`config.mk`:
```
export PLATFORM = sky130hd
export DESIGN_NAME = keystream_byte_descrambler_core
export DESIGN_NICKNAME = d
export VERILOG_FILES = /design/src/rtl/kbd_pkg.sv /design/src/rtl/kbd_keygen.sv /design/src/rtl/keystream_byte_descrambler_core.sv
export SDC_FILE = /design/constraint.sdc
export NUM_CORES = 1
export LEC_CHECK = 0
export ABC_AREA = 1
export BUFFER_PORTS_ARGS = -buffer_cell sky130_fd_sc_hd__buf_2
export CAP_MARGIN = 5
export CORE_ASPECT_RATIO = 0.8
export CORE_MARGIN = 5
export CORE_UTILIZATION = 30
export DETAILED_ROUTE_END_ITERATION = 12
export PLACE_DENSITY_LB_ADDON = 0.25
export SLEW_MARGIN = 5
export SYNTH_ARGS = -nofsm -noshare
export SYNTH_HDL_FRONTEND = slang
export SYNTH_SLANG_ARGS = --single-unit
```
`constraint.sdc`:
```
create_clock -name clk -period 6.7 [get_ports clk]
set_clock_uncertainty 0.05 [all_clocks]
set_input_delay 0 -clock clk [delete_from_list [all_inputs] [get_ports clk]]
set_output_delay 0 -clock clk [all_outputs]
set_load 0.05 [all_outputs]
```
`src/rtl/kbd_pkg.sv`:
```
`timescale 1ns / 1ps
`default_nettype none

package kbd_pkg;

    typedef logic [31:0] word_t;
    typedef logic [15:0] half_t;
    typedef logic [7:0]  byte_t;
    typedef logic [2:0]  method_t;
    typedef logic [1:0]  kind_t;

    // Input item kinds
    localparam kind_t KIND_SEED  = 2'd0;
    localparam kind_t KIND_BYTE  = 2'd1;
    localparam kind_t KIND_CHECK = 2'd2;

    // Result kinds
    localparam logic RES_BYTE    = 1'b0;
    localparam logic RES_VERDICT = 1'b1;

    // Number of valid method settings
    localparam method_t METHOD_COUNT = 3'd5;

    // Generator output: next seed and the key half
    typedef struct packed {
        word_t seed;
        half_t key;
    } gen_out_t;

    // Seed mask per method
    function automatic word_t seed_mask(input method_t m);
        word_t r;
        unique case (m)
            3'd0:    r = 32'h4C35_8938;
            3'd1:    r = 32'h91B2_A2D1;
            3'd2:    r = 32'h4A7C_1B87;
            3'd3:    r = 32'hF939_41E6;
            3'd4:    r = 32'hFD09_5E94;
            default: r = 32'h4C35_8938;
        endcase
        return r;
    endfunction

    // Low-half add constant per method
    function automatic half_t low_add(input method_t m);
        half_t r;
        unique case (m)
            3'd0:    r = 16'h62E9;
            3'd1:    r = 16'h7D14;
            3'd2:    r = 16'h1A82;
            3'd3:    r = 16'h02BB;
            3'd4:    r = 16'hE09C;
            default: r = 16'h62E9;
        endcase
        return r;
    endfunction

    // High-half add constant per method
    function automatic half_t high_add(input method_t m);
        half_t r;
        unique case (m)
            3'd0:    r = 16'h3619;
            3'd1:    r = 16'hA26B;
            3'd2:    r = 16'hF03C;
            3'd3:    r = 16'h7B12;
            3'd4:    r = 16'h4E8F;
            default: r = 16'h3619;
        endcase
        return r;
    endfunction

endpackage

`default_nettype wire

```
`src/rtl/kbd_keygen.sv`:
```
`timescale 1ns / 1ps
`default_nettype none

// One step of the keystream generator: shift-with-fill on both halves,
// then 16-bit adds with the method constants.
module kbd_keygen (
    input  wire kbd_pkg::word_t   seed,
    input  wire kbd_pkg::method_t method_sel,
    output kbd_pkg::gen_out_t     gen
);
    import kbd_pkg::*;

    logic  c_bit;
    logic  d_bit;
    half_t hi_half;
    half_t nh_fill;
    half_t nl_fill;
    half_t nh;
    half_t nl;

    assign hi_half = seed[23:8];
    assign c_bit   = seed[31];
    assign d_bit   = seed[23];

    // Fills: seed[23:8]<<1 (ones if bit 31), seed[6:0]<<9 (ones if bit 23)
    assign nh_fill = c_bit ? 16'hFFFF : {hi_half[14:0], 1'b0};
    assign nl_fill = d_bit ? 16'hFFFF : {seed[6:0], 9'b0};

    assign nl = nl_fill + seed[15:0] + low_add(method_sel);
    assign nh = nh_fill + seed[31:16] + high_add(method_sel)
                - {15'b0, c_bit} - {15'b0, d_bit};

    // Negative low half borrows one from the high half of the new seed
    assign gen.seed = {nh - {15'b0, nl[15]}, nl};
    assign gen.key  = nh;

endmodule

`default_nettype wire

```
`src/rtl/keystream_byte_descrambler_core.sv`:
```
`timescale 1ns / 1ps
`default_nettype none

// Keystream byte descrambler.
// Input channel (in_valid / in_stall): kind and value. A seed word restarts
// the generator and clears both checksums; a payload byte returns one decoded
// byte; a checksum word returns one pass/fail verdict. Kind 3 is dropped.
// Output channel (out_valid / out_stall): result_kind, plain_byte, check_ok.
// Config channel (cfg_valid / cfg_ready): 3-bit method, 0..4; other values
// are ignored. Write only while the block is idle. cfg_ready is always high.
// Throughput: one beat per cycle while out_stall is low. A beat passes
// through the input register, then the generator and checksum logic, into
// the result register, which drives the output ports.
// When the receiver stalls, the result register holds; one further input
// beat waits in the input register and in_stall rises once that beat
// needs the result register. Seed and dropped beats never stall.
// Reset (rst_n low, async) clears method, generator seed, key byte, byte
// parity, checksums and both valid flags.
module keystream_byte_descrambler_core (
    input  wire                     clk,
    input  wire                     rst_n,
    input  wire                     cfg_valid,
    output logic                    cfg_ready,
    input  wire kbd_pkg::method_t   method,
    input  wire                     in_valid,
    output logic                    in_stall,
    input  wire kbd_pkg::kind_t     kind,
    input  wire kbd_pkg::word_t     value,
    output logic                    out_valid,
    input  wire                     out_stall,
    output logic                    result_kind,
    output kbd_pkg::byte_t          plain_byte,
    output logic                    check_ok
);
    import kbd_pkg::*;

    // Configuration
    method_t  method_reg;

    // Input register
    logic     in_vld_reg;
    kind_t    in_kind_reg;
    word_t    in_value_reg;

    // Block state
    word_t    gen_seed_reg,  gen_seed_next;
    logic     odd_reg,       odd_next;
    byte_t    key_reg,       key_next;
    half_t    sum_plain_reg, sum_plain_next;
    half_t    sum_rot_reg,   sum_rot_next;

    // Result register
    logic     out_vld_reg,   out_vld_next;
    logic     out_kind_reg,  out_kind_next;
    byte_t    out_byte_reg,  out_byte_next;
    logic     out_ok_reg,    out_ok_next;

    // Stage control
    logic     produces;
    logic     out_free;
    logic     advance;
    logic     in_accept;

    // Datapath
    gen_out_t gen;
    byte_t    dec_byte;
    half_t    rot_ext;
    half_t    chk1;
    half_t    chk2;

    kbd_keygen u_keygen (
        .seed       (gen_seed_reg),
        .method_sel (method_reg),
        .gen        (gen)
    );

    // Handshakes
    assign produces  = (in_kind_reg == KIND_BYTE) || (in_kind_reg == KIND_CHECK);
    assign out_free  = !out_vld_reg || !out_stall;
    assign advance   = in_vld_reg && (!produces || out_free);
    assign in_stall  = in_vld_reg && !advance;
    assign in_accept = in_valid && !in_stall;
    assign cfg_ready = 1'b1;

    // Decoded byte: even positions XOR a fresh key, odd positions subtract it
    assign dec_byte = odd_reg ? (in_value_reg[7:0] - key_reg)
                              : (in_value_reg[7:0] ^ gen.key[7:0]);

    // Rotating sum: top nibble folds back sign-extended
    assign rot_ext = {{12{sum_rot_reg[15]}}, sum_rot_reg[15:12]};

    // Unmasked checksums
    assign chk1 = in_value_reg[31:16] ^ gen.key;
    assign chk2 = in_value_reg[15:0] - gen.key;

    // Processing stage: state update and result
    always_comb
    begin
        gen_seed_next  = gen_seed_reg;
        odd_next       = odd_reg;
        key_next       = key_reg;
        sum_plain_next = sum_plain_reg;
        sum_rot_next   = sum_rot_reg;
        out_kind_next  = out_kind_reg;
        out_byte_next  = out_byte_reg;
        out_ok_next    = out_ok_reg;
        if (advance)
        begin
            unique case (in_kind_reg)
                KIND_SEED:
                begin
                    gen_seed_next  = in_value_reg ^ seed_mask(method_reg);
                    odd_next       = 1'b0;
                    key_next       = '0;
                    sum_plain_next = '0;
                    sum_rot_next   = '0;
                end
                KIND_BYTE:
                begin
                    if (!odd_reg)
                    begin
                        gen_seed_next = gen.seed;
                        key_next      = gen.key[7:0];
                    end
                    odd_next       = !odd_reg;
                    sum_plain_next = sum_plain_reg + {8'h00, dec_byte};
                    sum_rot_next   = {sum_rot_reg[11:0], 4'h0} + rot_ext
                                     + {8'h00, dec_byte};
                    out_kind_next  = RES_BYTE;
                    out_byte_next  = dec_byte;
                    out_ok_next    = 1'b0;
                end
                KIND_CHECK:
                begin
                    gen_seed_next = gen.seed;
                    out_kind_next = RES_VERDICT;
                    out_byte_next = '0;
                    out_ok_next   = (chk1 == sum_plain_reg) && (chk2 == sum_rot_reg);
                end
                default:
                begin
                end
            endcase
        end
    end

    // Result valid
    always_comb
    begin
        if (advance && produces)
            out_vld_next = 1'b1;
        else if (!out_stall)
            out_vld_next = 1'b0;
        else
            out_vld_next = out_vld_reg;
    end

    // Control and state registers
    always_ff @(posedge clk or negedge rst_n)
    begin
        if (!rst_n)
        begin
            method_reg    <= '0;
            in_vld_reg    <= 1'b0;
            out_vld_reg   <= 1'b0;
            gen_seed_reg  <= '0;
            odd_reg       <= 1'b0;
            key_reg       <= '0;
            sum_plain_reg <= '0;
            sum_rot_reg   <= '0;
        end
        else
        begin
            if (cfg_valid && cfg_ready && (method < METHOD_COUNT))
                method_reg <= method;
            if (in_accept)
                in_vld_reg <= 1'b1;
            else if (advance)
                in_vld_reg <= 1'b0;
            out_vld_reg   <= out_vld_next;
            gen_seed_reg  <= gen_seed_next;
            odd_reg       <= odd_next;
            key_reg       <= key_next;
            sum_plain_reg <= sum_plain_next;
            sum_rot_reg   <= sum_rot_next;
        end
    end

    // Payload registers
    always_ff @(posedge clk)
    begin
        if (in_accept)
        begin
            in_kind_reg  <= kind;
            in_value_reg <= value;
        end
        out_kind_reg <= out_kind_next;
        out_byte_reg <= out_byte_next;
        out_ok_reg   <= out_ok_next;
    end

    assign out_valid   = out_vld_reg;
    assign result_kind = out_kind_reg;
    assign plain_byte  = out_byte_reg;
    assign check_ok    = out_ok_reg;

endmodule

`default_nettype wire

```
* Word-level counts from Yosys, hierarchy flattened
Index checks and enable logic that the tools add are counted.
** Word-level totals
- Flip-flop bits (word level) :: 122
- Bits in latches :: 0
- Bits in writable memories :: 0
- Bits in read-only memories :: 0
- Input port bits :: 42
- Output and inout port bits :: 13
- Word-level logic and storage cells :: 85
- Memories kept :: 0
** Operators by class
- $add $sub $neg :: 12
- Multipliers :: 0
- Div/mod/pow operators :: 0
- Order comparisons :: 1
- Eq/ne operators :: 10
- Shift-type cells :: 0
- Mux-type cells :: 22
- Bitwise operators :: 3
- Reductions and logical operators :: 24
** Operator list (count)
- $pmux W16 S4 :: 2
- $pmux W32 S4 :: 1
- $mux W32 :: 3
- $pmux W32 S3 :: 1
- $add A16 B16 Y16 :: 5
- $pmux W16 S2 :: 2
- $sub A16 B1 Y16 :: 3
- $add A16 B8 Y16 :: 2
- $eq A16 B16 Y1 :: 2
- $mux W16 :: 2
- $pmux W8 S2 :: 2
- $xor A32 B32 Y32 :: 1
- $mux W8 :: 2
- $sub A16 B16 Y16 :: 1
- $xor A16 B16 Y16 :: 1
- $sub A8 B8 Y8 :: 1
- $xor A8 B8 Y8 :: 1
- $eq A3 B2 Y1 const B :: 2
- $logic_and A1 B1 Y1 :: 6
- $logic_not A1 Y1 :: 6
- $pmux W1 S2 :: 3
- $reduce_and A3 Y1 :: 2
- $reduce_bool A2 Y1 :: 3
- $mux W1 :: 4
- 11 further kinds :: 14

* Longest topological paths before layout
Gate-level depths: netlist (run 1).
- Depth in word-level cells :: 10
- Depth in mapped cells :: 34
- Gate-level depth less buffers :: 34

* By module
Synthesis (run 1) repeated with hierarchy kept, for this count alone.
** Unflattened totals
- Cells, all modules :: 1585
- Area total of the unflattened synthesis :: 11690.0 um^2
** Modules (own cells, without submodules)
- keystream_byte_descrambler_core :: times used 1, cells an instance 1060, area each 8344.3 um^2, seq. area each 3273.1 um^2
- kbd_keygen :: times used 1, cells an instance 525, area each 3345.7 um^2, seq. area each 0.0 um^2

* Worst setup path after synthesis (run 1)
No wires, ideal clock.
- Path kind :: reg2reg
- Start point :: register gen_seed_reg[23]
- End point :: register sum_rot_reg[15]
- Data arrival time :: 6.064 ns
- Data required time :: 6.518 ns
- Path slack :: 0.454 ns
- Stages on the path, launching flop included :: 31
- Buffers on the path :: 1
- Period minus slack after synthesis :: 6.246 ns
- Path through :: dfrtp_1 clkbuf_1 inv_1 fa_1 fa_1 fa_1 ha_1 fa_1 nand2_1 nand2_1 nand2_2 o21ai_2 xor2_1 inv_1 ha_1 inv_1 nand2_1 nand2_1 fa_1 ha_1 nand2_1 o21ai_0 a21oi_1 inv_1 nand2_1 nand2_1 a21oi_1 o311ai_0 a21oi_1 o21ai_0 o21ai_0
** Between the ends
- Cells in the longest elaborated chain, start to end :: 8
** RTL lines
- from (decl) :: line keystream_byte_descrambler_core.sv:46 : word_t gen_seed_reg, gen_seed_next;
- from (signal assigned) :: line keystream_byte_descrambler_core.sv:181 : gen_seed_reg <= gen_seed_next;
- $add A16 B16 Y16 (2 in series) :: line kbd_keygen.sv:30 : assign nh = nh_fill + seed[31:16] + high_add(method_sel)
- $sub A16 B1 Y16 :: line kbd_keygen.sv:31 : - {15'b0, c_bit} - {15'b0, d_bit};
- $sub A16 B1 Y16 (*) :: line kbd_keygen.sv:31
- $xor A8 B8 Y8 (*) :: line keystream_byte_descrambler_core.sv:87 : : (in_value_reg[7:0] ^ gen.key[7:0]);
- $mux W8 (*) :: line keystream_byte_descrambler_core.sv:86 : assign dec_byte = odd_reg ? (in_value_reg[7:0] - key_reg)
- named net dec_byte[7] :: line keystream_byte_descrambler_core.sv:66 : byte_t dec_byte;
- $add A16 B8 Y16 (*) :: line keystream_byte_descrambler_core.sv:128 : + {8'h00, dec_byte};
- $pmux W16 S2 (*) :: line keystream_byte_descrambler_core.sv:109 : unique case (in_kind_reg)
- to (signal assigned) :: line keystream_byte_descrambler_core.sv:185 : sum_rot_reg <= sum_rot_next;
- to (decl) :: line keystream_byte_descrambler_core.sv:50 : half_t sum_rot_reg, sum_rot_next;
Mark *: on every way through the listed nets, which the timed path passes. The rest lies on a longest branch.
A chain may end at the register's enable or synchronous reset.

* Worst setup path in the final report (run 1)
- Start point :: register gen_seed_reg[31]
- End point :: register sum_rot_reg[12]
** Between the ends
- Cells in the longest elaborated chain, start to end :: 9
** RTL lines
- $mux W16 :: line kbd_keygen.sv:26 : assign nh_fill = c_bit ? 16'hFFFF : {hi_half[14:0], 1'b0};
- $add A16 B16 Y16 (2 in series) :: line kbd_keygen.sv:30
- $sub A16 B1 Y16 (*) (2 in series) :: line kbd_keygen.sv:31
- $xor A8 B8 Y8 (*) :: line keystream_byte_descrambler_core.sv:87
- $mux W8 (*) :: line keystream_byte_descrambler_core.sv:86
- named net dec_byte[5] :: line keystream_byte_descrambler_core.sv:66
- $add A16 B8 Y16 (*) :: line keystream_byte_descrambler_core.sv:128
- $pmux W16 S2 (*) :: line keystream_byte_descrambler_core.sv:109
Marked as above.

==> flow_summary_export.csv, run 1 <==
group,metric,value,unit
status,status,"finished, final reports clean",
timing,rsz0062_at_grt,"false",
floorplan,die-area,40500,um^2
synth,synth_top_area_frac,0.178,
worst_setup_path,crit_type,"flip-flop to flip-flop",
global_routing,grt_pass1_vias,9302,
place,gp_congestion,0.930,
synth,ys_types,54,
run,maxCapViolCount,0,
drt,routedWlPerCell,16.9,um
min_path,hold_path_class,"input port to async pin",
drt,vias,9727,
timing,tightest_slew,0.755,ns
global_routing,grt_max_degree,53,
drt,initialDrtViolationCount,845,
clock_tree,clkTransAtPathRegs,0.07,ns
cells_and_area,fillers,3814,
global_routing,grt.overflow.total,0,
drt,first_pass_iters,5,
worst_setup_path,cp_max_fo,9,
synth,synth.most_common_cell,"nand2_1",
worst_setup_path,ff2ff_path_depth,26,
synth,synth_ff_type,"dfrtp_1",
drt,ant_nets,0,
timing,hold_viol_final,0,
synth,netlist_top_cells_count,"289 x nand2_1, 245 x inv_1, 121 x nor2_1",
timing,maxSlewViolCount,0,
global_routing,grt_usage,0.171,
clock_tree,root_buffer,"clkbuf_16",
synth,async_flop_share,0.639,
synth,synth_cells,1419,
synth,netlist_area,11000,um^2
global_routing,grt_pass1_wl,53900,um
drt,routed_via_density,4.81,
place,dpl.hpwl,27200,um
synth,syn_avg_cell_area,7.72,um^2
synth,yosys_warnings,0,
floorplan,ios,55,
synth,synth_edf_count,44,
timing,max-slew-margin-rel,0.496,
synth,ys_ff_latch,122,
floorplan,die_y,181,um
floorplan,rows,62,
clock_tree,clk_latency,0.45,ns
cells_and_area,drive_gt1_frac,0.105,
worst_setup_path,critPathLaunchType,"flip-flop",
clock_tree,ctsLongestPathBuffers,2,
timing,finalSetupTns,0,ns
timing,setup_viol,0,
worst_setup_path,worstSetupEndpointType,"flip-flop",
cells_and_area,num_antenna_cells,0,
worst_setup_path,setup.worst_path.end,"sum_rot_reg[12]",
synth,synth_fp_nets,1602,
place,portBuffers,53,
cells_and_area,nets,1713,
worst_setup_path,cp.required,6.97,ns
floorplan,die_x,224,um
floorplan,coreArea,36000,um^2
drt,routed_wl,34200,um
synth,yosysTopAreaCell,"dfrtp_1",
drt,route.detailed.drc,0,
synth,ys_seq_area_frac,0.299,
cells_and_area,area_growth,18.1,%
clock_tree,cts_tree,"built",
worst_setup_path,r2r_start,"gen_seed_reg[31]",
worst_setup_path,cp.arrival,6.38,ns
timing,period_needed,6.11,ns
global_routing,antenna_found_initial,0,
synth,synth_area_leaders,"dfrtp_1 18%, edfxtp_1 12%, ha_1 11%",
cells_and_area,multiInputGateArea,6670,um^2
worst_setup_path,r2r_slack,0.59,ns
clock_tree,cts_sinks,122,
clock_tree,htree_levels,4,
timing,period_share,0.912,
timing,fmax,164,MHz
worst_setup_path,r2r_end,"sum_rot_reg[12]",
floorplan,start_util,0.304,
worst_setup_path,startpoint,"gen_seed_reg[31]",
cells_and_area,seq_area,3270,um^2
clock_tree,cts_buffers,17,
worst min-delay path by stage:
stage | start | endpoint | slack (ns) | cells past startpoint
6_report | rst_n | gen_seed_reg[28] | 0.04 | 2
5_1_grt | rst_n | gen_seed_reg[28] | 0.1 | 2
4_1_cts | rst_n | gen_seed_reg[28] | 0.05 | 2
2_1_floorplan | rst_n | gen_seed_reg[0] | -0.35 | 0
3_5_place_dp | rst_n | gen_seed_reg[28] | -0.01 | 1
3_3_place_gp | rst_n | gen_seed_reg[28] | -0.006 | 1
through the flow:
step	setup WS [ns]	hold WS (ns)	utilization	area [um^2]	cells
global placement	0.474	-0.00639	0.329	11900	1943
CTS	0.315	0.0488	0.358	12900	2020
finish	0.591	0.0371	0.359	12900	2023
floorplan	0.454	-0.346	-	11000	1419
detailed placement	0.359	-0.0131	0.329	11900	1943
global route	0.0187	0.0968	0.359	12900	2023
per-layer routing:
metal,GRT usage,up-vias,routed length (um)
li1,-,4828,-
met1,0.271,4617,17900
met2,0.238,268,13700
met3,0.0370,14,2300
met4,0.0316,0,251
met5,0,-,0
cells in the final DEF (no fill, tap or decap), types with 37 or more instances in the layout:
cell type      Yosys  routed
xor2_1            37      37
dlygate4sd3_1      0      45
a21oi_1           95      94
edfxtp_1          44      44
inv_1            245     245
ha_1              99      98
nor2_1           121     120
fa_1              42      42
o21ai_0           91      90
nand3_1           74      74
nand2_1          289     289
dfrtp_1           78      77
buf_2              3      52
timing repair:
item	in CTS	in global routing
hold endpoints to repair	90	0
setup buffers	0	3
endpoints found under the setup margin	0	4
hold buffers	45	0
resized for setup	0	9
final cells by class:
type | instances | share of cell area
clock inverters | 15 | 0.0120
repair buffers | 116 | 0.0660
well taps | 480 | 0.0464
clock buffers | 17 | 0.0329
multi-input cells | 1019 | 0.516
inverters | 254 | 0.0739
flip-flops and latches | 122 | 0.253
kinds of logic (layout without fill, tap and decap cells):
kind of cell,Yosys count,after routing,synth area share
buf+inv,278,402,0.0963
compound gates,249,249,0.127
other cells,1,1,0.000342
flops,122,122,0.299
simple gates,552,552,0.218
mux,1,1,0.00103
xor+xnor,75,75,0.0692
fa+ha+maj,141,141,0.190
worst max-delay path: stages, from the launching register on:
cell and delay (ns):
dfrtp_2 0.45, inv_4 0.12, fa_1 0.44, fa_1 0.40, fa_1 0.47, ha_2 0.22, fa_1 0.47, nand2_1 0.14
nand2_1 0.12, nand2_2 0.13, nand2_1 0.12, nand2_2 0.13, ha_1 0.30, or2_2 0.30, nand2_1 0.12, fa_1 0.43
ha_1 0.34, a21oi_1 0.10, nor2_1 0.13, nor2_1 0.06, o21ai_0 0.20, inv_1 0.09, o21a_1 0.20, o21ai_0 0.24
nand2_1 0.08, nand2_1 0.06, o21ai_0 0.08
Power of run 1 is not shown: default switching activity piles up to over one toggle a cycle in this logic, so the estimate is an artifact.
==> run 2, diff against run 1 <==
--- a/config.mk
+++ b/config.mk
@@ -5,7 +5,6 @@
 export SDC_FILE = /design/constraint.sdc
 export NUM_CORES = 1
 export LEC_CHECK = 0
-export ABC_AREA = 1
 export BUFFER_PORTS_ARGS = -buffer_cell sky130_fd_sc_hd__buf_2
 export CAP_MARGIN = 5
 export CORE_ASPECT_RATIO = 0.8
==> run 2 against run 1 <==
Effect of this change: register-to-register slack worse by 0.19 ns; routed wire length is 9.0% lower; cell count is 14% lower.
==> flow_summary_export.csv, run 2 <==
group,metric,value,unit
place,gp_congestion,0.912,
global_routing,grt_usage,0.166,
floorplan,die-area,38400,um^2
cells_and_area,fillers,3481,
clock_tree,clkTransAtPathRegs,0.06,ns
synth,synth.most_common_cell,"inv_1",
drt,routed_wl,31100,um
worst_setup_path,r2r_slack,0.40,ns
global_routing,use_met3,0.0281,
cells_and_area,final_common_cell,"inv_1",
cells_and_area,final_cell_area,12600,um^2
synth,synth_top_area_frac,0.188,
synth,async_flop_share,0.639,
global_routing,grtUsageMet1,0.266,
place,pre_cts_slack,-0.190,ns
drt,vias,8275,
clock_tree,htree_levels,4,
synth,ys_types,65,
drt,first_pass_iters,5,
global_routing,grt_pass1_wl,48100,um
timing,hold_viol_final,0,
cells_and_area,num_antenna_cells,0,
place,portBuffers,53,
worst_setup_path,r2r_end,"sum_rot_reg[15]",
cells_and_area,drive_gt1_frac,0.132,
drt,ant_nets,0,
synth,synth_ff_type,"dfrtp_1",
worst_setup_path,cp_max_fo,6,
clock_tree,cts_tree,"built",
cells_and_area,final_cells,1741,
floorplan,die_y,176,um
worst_setup_path,critPathLaunchType,"flip-flop",
drt,route.detailed.drc,0,
worst_setup_path,ff2ff_path_depth,25,
cells_and_area,final_cell_mix,"144 x inv_1, 117 x xnor2_1, 100 x nor2_1",
drt,initialDrtViolationCount,832,
timing,maxSlewViolCount,0,
synth,yosys_warnings,0,
drt,routed_via_density,4.75,
floorplan,rows,60,
floorplan,start_util,0.306,
worst_setup_path,worstSetupEndpointType,"flip-flop",
floorplan,ios,55,
floorplan,coreArea,33900,um^2
synth,synth_edf_count,44,
synth,yosysTopAreaCell,"dfrtp_1",
place,placed_cells,1663,
timing,fin_ws,0.399,ns
timing,period_needed,6.30,ns
status,status,"finished, final reports clean",
synth,netlist_top_cells_count,"144 x inv_1, 118 x xnor2_1, 101 x nor2_1",
synth,synth_area_leaders,"dfrtp_1 19%, edfxtp_1 13%, ha_1 12%",
synth,synth_cells,1135,
synth,netlist_area,10400,um^2
run,maxCapViolCount,0,
synth,ys_seq_area_frac,0.316,
place,placed_area,11400,um^2
timing,tightest_slew,0.985,ns
worst_setup_path,startpoint,"method_reg[0]",
clock_tree,cts_buffers,17,
synth,ys_ff_latch,122,
cells_and_area,nets,1446,
global_routing,busiest_layer,"met1",
min_path,hold_path_class,"input port to async pin",
drt,routedWlPerCell,17.9,um
timing,setup_viol,0,
worst_setup_path,setup.worst_path.end,"sum_rot_reg[15]",
clock_tree,root_buffer,"clkbuf_16",
timing,max-slew-margin-rel,0.344,
worst_setup_path,r2r_start,"method_reg[0]",
timing,period_share,0.940,
clock_tree,clk_latency,0.44,ns
worst_setup_path,cp.required,6.97,ns
global_routing,grt.overflow.total,0,
clock_tree,cts_sinks,122,
floorplan,die_x,218,um
synth,syn_avg_cell_area,9.13,um^2
clock_tree,ctsLongestPathBuffers,2,
worst_setup_path,crit_type,"flip-flop to flip-flop",
timing,rsz0062_at_grt,"false",
synth,synth_fp_nets,1318,
timing,fmax,159,MHz
timing,finalSetupTns,0,ns
cells_and_area,area_growth,21.6,%
worst_setup_path,cp.arrival,6.57,ns
global_routing,grt_pass1_vias,8024,
place,dpl.hpwl,24300,um
global_routing,use_met2,0.227,
global_routing,antenna_found_initial,0,
global_routing,grt_max_degree,65,
-- run 2: cell count changes after synthesis, moves of 16 or more --
cell	change
nor2b_1	+18
nand2_1	-208
nand2_2	-16
a21oi_1	-26
nand3_1	-55
o21ai_0	-27
nor2_1	-20
inv_1	-101
xnor2_1	+87
-- run 2: cell families (layout without fill, tap and decap cells) --
group           count (synthesis)  count (layout)  synth area share
simple gates                  281             281             0.124
compound gates                240             240             0.147
buf+inv                       178             319            0.0649
xor+xnor                      161             161             0.136
fa+ha+maj                     144             144             0.204
flops                         122             122             0.316
mux                             8               8           0.00809
other cells                     1               1          0.000362
-- run 2: cell type report --
type                    count  area [um^2]  area share
flip-flops and latches    122         3280       0.260
clock buffers              23          468      0.0372
well taps                 465          582      0.0462
multi-input cells         835         6530       0.519
repair buffers            142         1050      0.0830
inverters                 145          544      0.0432
clock inverters             9          146      0.0116
-- run 2: through the flow --
| stage | utilization | hold slack [ns] |
|---|---|---|
| global route | 0.372 | 0.0918 |
| finish | 0.372 | 0.0515 |
| CTS | 0.369 | 0.0642 |
| global placement | 0.338 | 0.00128 |
| floorplan | - | -0.346 |
| detailed placement | 0.338 | 0.00372 |
-- run 2: worst min-delay path by stage --
stage	start	endpoint	slack, ns	depth (start not counted)
after CTS	rst_n	sum_plain_reg[15]	0.06	2
after floorplan	rst_n	gen_seed_reg[0]	-0.35	0
after global placement	rst_n	sum_plain_reg[15]	0.001	1
after global routing	rst_n	sum_plain_reg[15]	0.09	2
final	rst_n	sum_plain_reg[15]	0.05	2
after detailed placement	rst_n	sum_plain_reg[15]	0.004	1
-- run 2: worst max-delay path, cell delays in order, from the launching register on --
cell and delay [ns]:
dfrtp_1 0.38, buf_4 0.16, xnor2_1 0.12, nor2_1 0.15
inv_1 0.19, ha_1 0.34, fa_1 0.49, inv_1 0.04
ha_1 0.36, a21oi_2 0.21, nand2_1 0.15, o21a_1 0.27
nor2_1 0.44, xor2_1 0.18, mux2_2 0.36, fa_1 0.45
ha_1 0.32, o21ai_1 0.11, a21boi_1 0.13, o2111ai_2 0.24
nand4_1 0.19, a31o_2 0.28, a21oi_1 0.18, xnor2_1 0.17
o21ai_1 0.09, a21boi_1 0.16
-- run 2: timing repair --
action,in CTS,in global routing
pin swaps,1,10
endpoints found under the setup margin,1,8
hold buffers,44,0
setup buffers,1,1
gates resized for setup,2,25
hold endpoints to repair,78,0
-- run 2: routing by layer --
layer,share of wire,wire length (um)
met5,0,0
met4,0.0096,299
met3,0.057,1770
met2,0.40,12500
met1,0.53,16600
Power of run 2 is left out for the same reason.
==> run 3, diff against run 2 <==
--- a/config.mk
+++ b/config.mk
@@ -12,6 +12,7 @@
 export CORE_UTILIZATION = 30
 export DETAILED_ROUTE_END_ITERATION = 12
 export PLACE_DENSITY_LB_ADDON = 0.25
+export REMOVE_ABC_BUFFERS = 1
 export SLEW_MARGIN = 5
 export SYNTH_ARGS = -nofsm -noshare
 export SYNTH_HDL_FRONTEND = slang
==> run 3 against run 2 <==
Effect of this change: maximum frequency is 0.21% higher; global-route usage is 0.15 points lower; cell count is 0.23% higher; first-iteration DRC count is 38% lower; via count hardly changed; cell area hardly changed; routed wire length is 1.1% lower; register-to-register slack hardly changed; non-clock buffer count is 4 higher.
==> flow_summary_export.csv, run 3 (synthesis results as in run 2) <==
group,metric,value,unit
place,pre_cts_slack,0.0212,ns
timing,maxSlewViolCount,0,
drt,routedWlPerCell,17.6,um
floorplan,start_util,0.306,
worst_setup_path,crit_family,"simple AND/OR/NAND/NOR gates",
timing,hold_viol_final,0,
place,gp_congestion,0.864,
cells_and_area,fillers,3470,
global_routing,grt_max_degree,65,
worst_setup_path,r2r_slack,0.41,ns
drt,topRoutingLayerUsed,"met4",
global_routing,grt.overflow.total,0,
worst_setup_path,cp_num_cells,30,
worst_setup_path,crit_top_cell,"inv_1",
cells_and_area,final_cell_area,12600,um^2
drt,met2_length,13500,um
clock_tree,clkTransAtPathRegs,0.06,ns
worst_setup_path,cp_slowest_stage_delay,0.54,ns
drt,met3_length,1280,um
global_routing,grt_pass1_wl,48300,um
drt,ant_nets,0,
place,portBuffers,53,
drt,routed_via_density,4.74,
global_routing,grt_usage,0.164,
drt,routed_wl,30800,um
floorplan,coreArea,33900,um^2
timing,period_needed,6.29,ns
worst_setup_path,setup.worst_path.end,"check_ok",
timing,fmax,159,MHz
timing,period_share,0.938,
worst_setup_path,r2r_end,"check_ok",
clock_tree,ctsLongestPathBuffers,2,
place,placed_cells,1666,
worst_setup_path,worst-path-buf-inv,5,
timing,max-slew-margin-rel,0.412,
clock_tree,clk_latency,0.44,ns
clock_tree,root_buffer,"clkbuf_16",
worst_setup_path,cp.required,6.91,ns
timing,fin_ws,0.413,ns
drt,drt-met1-wl,15600,um
worst_setup_path,ff2ff_path_depth,30,
timing,setup_viol,0,
worst_setup_path,cp.arrival,6.50,ns
cells_and_area,area_growth,21.6,%
cells_and_area,nets,1450,
cells_and_area,final_cell_mix,"144 x inv_1, 117 x xnor2_1, 98 x nor2_1",
worst_setup_path,startpoint,"method_reg[2]",
floorplan,die_x,218,um
floorplan,rows,60,
global_routing,antenna_found_initial,0,
cells_and_area,final_common_cell,"inv_1",
drt,initialDrtViolationCount,517,
global_routing,grt_pass1_vias,8391,
worst_setup_path,cp_max_fo,5,
clock_tree,cts_sinks,122,
place,placed_area,11400,um^2
worst_setup_path,r2r_start,"method_reg[2]",
timing,holdWs,0.0185,ns
status,status,"finished, final reports clean",
drt,vias,8276,
clock_tree,htree_levels,4,
worst_setup_path,critPathLaunchType,"flip-flop",
cells_and_area,final_cells,1745,
min_path,hold_path_class,"input port to async pin",
floorplan,ios,55,
run,maxCapViolCount,0,
cells_and_area,drive_gt1_frac,0.135,
floorplan,die-area,38400,um^2
worst_setup_path,worstSetupEndpointType,"flip-flop",
floorplan,die_y,176,um
timing,tightest_slew,0.881,ns
drt,first_pass_iters,5,
clock_tree,cts_buffers,17,
worst_setup_path,cp_slowest_cell,"or4b_4",
drt,route.detailed.drc,0,
cells_and_area,num_antenna_cells,0,
place,dpl.hpwl,24200,um
worst_setup_path,crit_type,"flip-flop to flip-flop",
clock_tree,cts_tree,"built",
-- run 3: cell types whose count changed in the layout (fill, tap and decap cells not counted), sizes merged --
cell | previous run | this run
buf | 98 | 102
clkbuf | 23 | 20
bufinv | 4 | 2
clkinv | 6 | 8
inv | 144 | 146
clkinvlp | 0 | 1
-- run 3: metal layers --
| metal | vias up | track usage |
|---|---|---|
| met4 | 0 | 0.0353 |
| met2 | 174 | 0.252 |
| met5 | - | 0 |
| met3 | 27 | 0.0317 |
| met1 | 3989 | 0.242 |
| li1 | 4086 | - |
-- run 3: layout make-up --
type                    count  area, um^2  area share
repair buffers            146        1080      0.0854
multi-input cells         835        6520       0.518
well taps                 465         582      0.0462
clock buffers              20         457      0.0362
inverters                 145         544      0.0432
clock inverters            12         143      0.0113
flip-flops and latches    122        3270       0.260
-- run 3: timing repair --
action | CTS | global route
buffers inserted | 0 | 3
setup endpoints to repair | 2 | 11
pin swaps | 1 | 7
endpoints found under the hold margin | 70 | 0
gates resized for setup | 1 | 29
hold buffers | 44 | 0
-- run 3: worst min path at each step --
stage,from,to,slack (ns),cells after the start
detailed placement,rst_n,gen_seed_reg[4],-0.05,1
CTS,rst_n,gen_seed_reg[4],0.02,2
global route,rst_n,gen_seed_reg[4],0.07,2
finish,rst_n,gen_seed_reg[4],0.02,2
global placement,rst_n,gen_seed_reg[3],-0.05,1
floorplan,rst_n,gen_seed_reg[0],-0.35,0
-- run 3: through the flow --
step,TNS [ns],util
3_5_place_dp,0,0.338
6_report,0,0.372
3_3_place_gp,0,0.338
5_1_grt,-0.0173,0.372
4_1_cts,0,0.368
2_1_floorplan,-1.45,-
Power of run 3 is left out for the same reason.
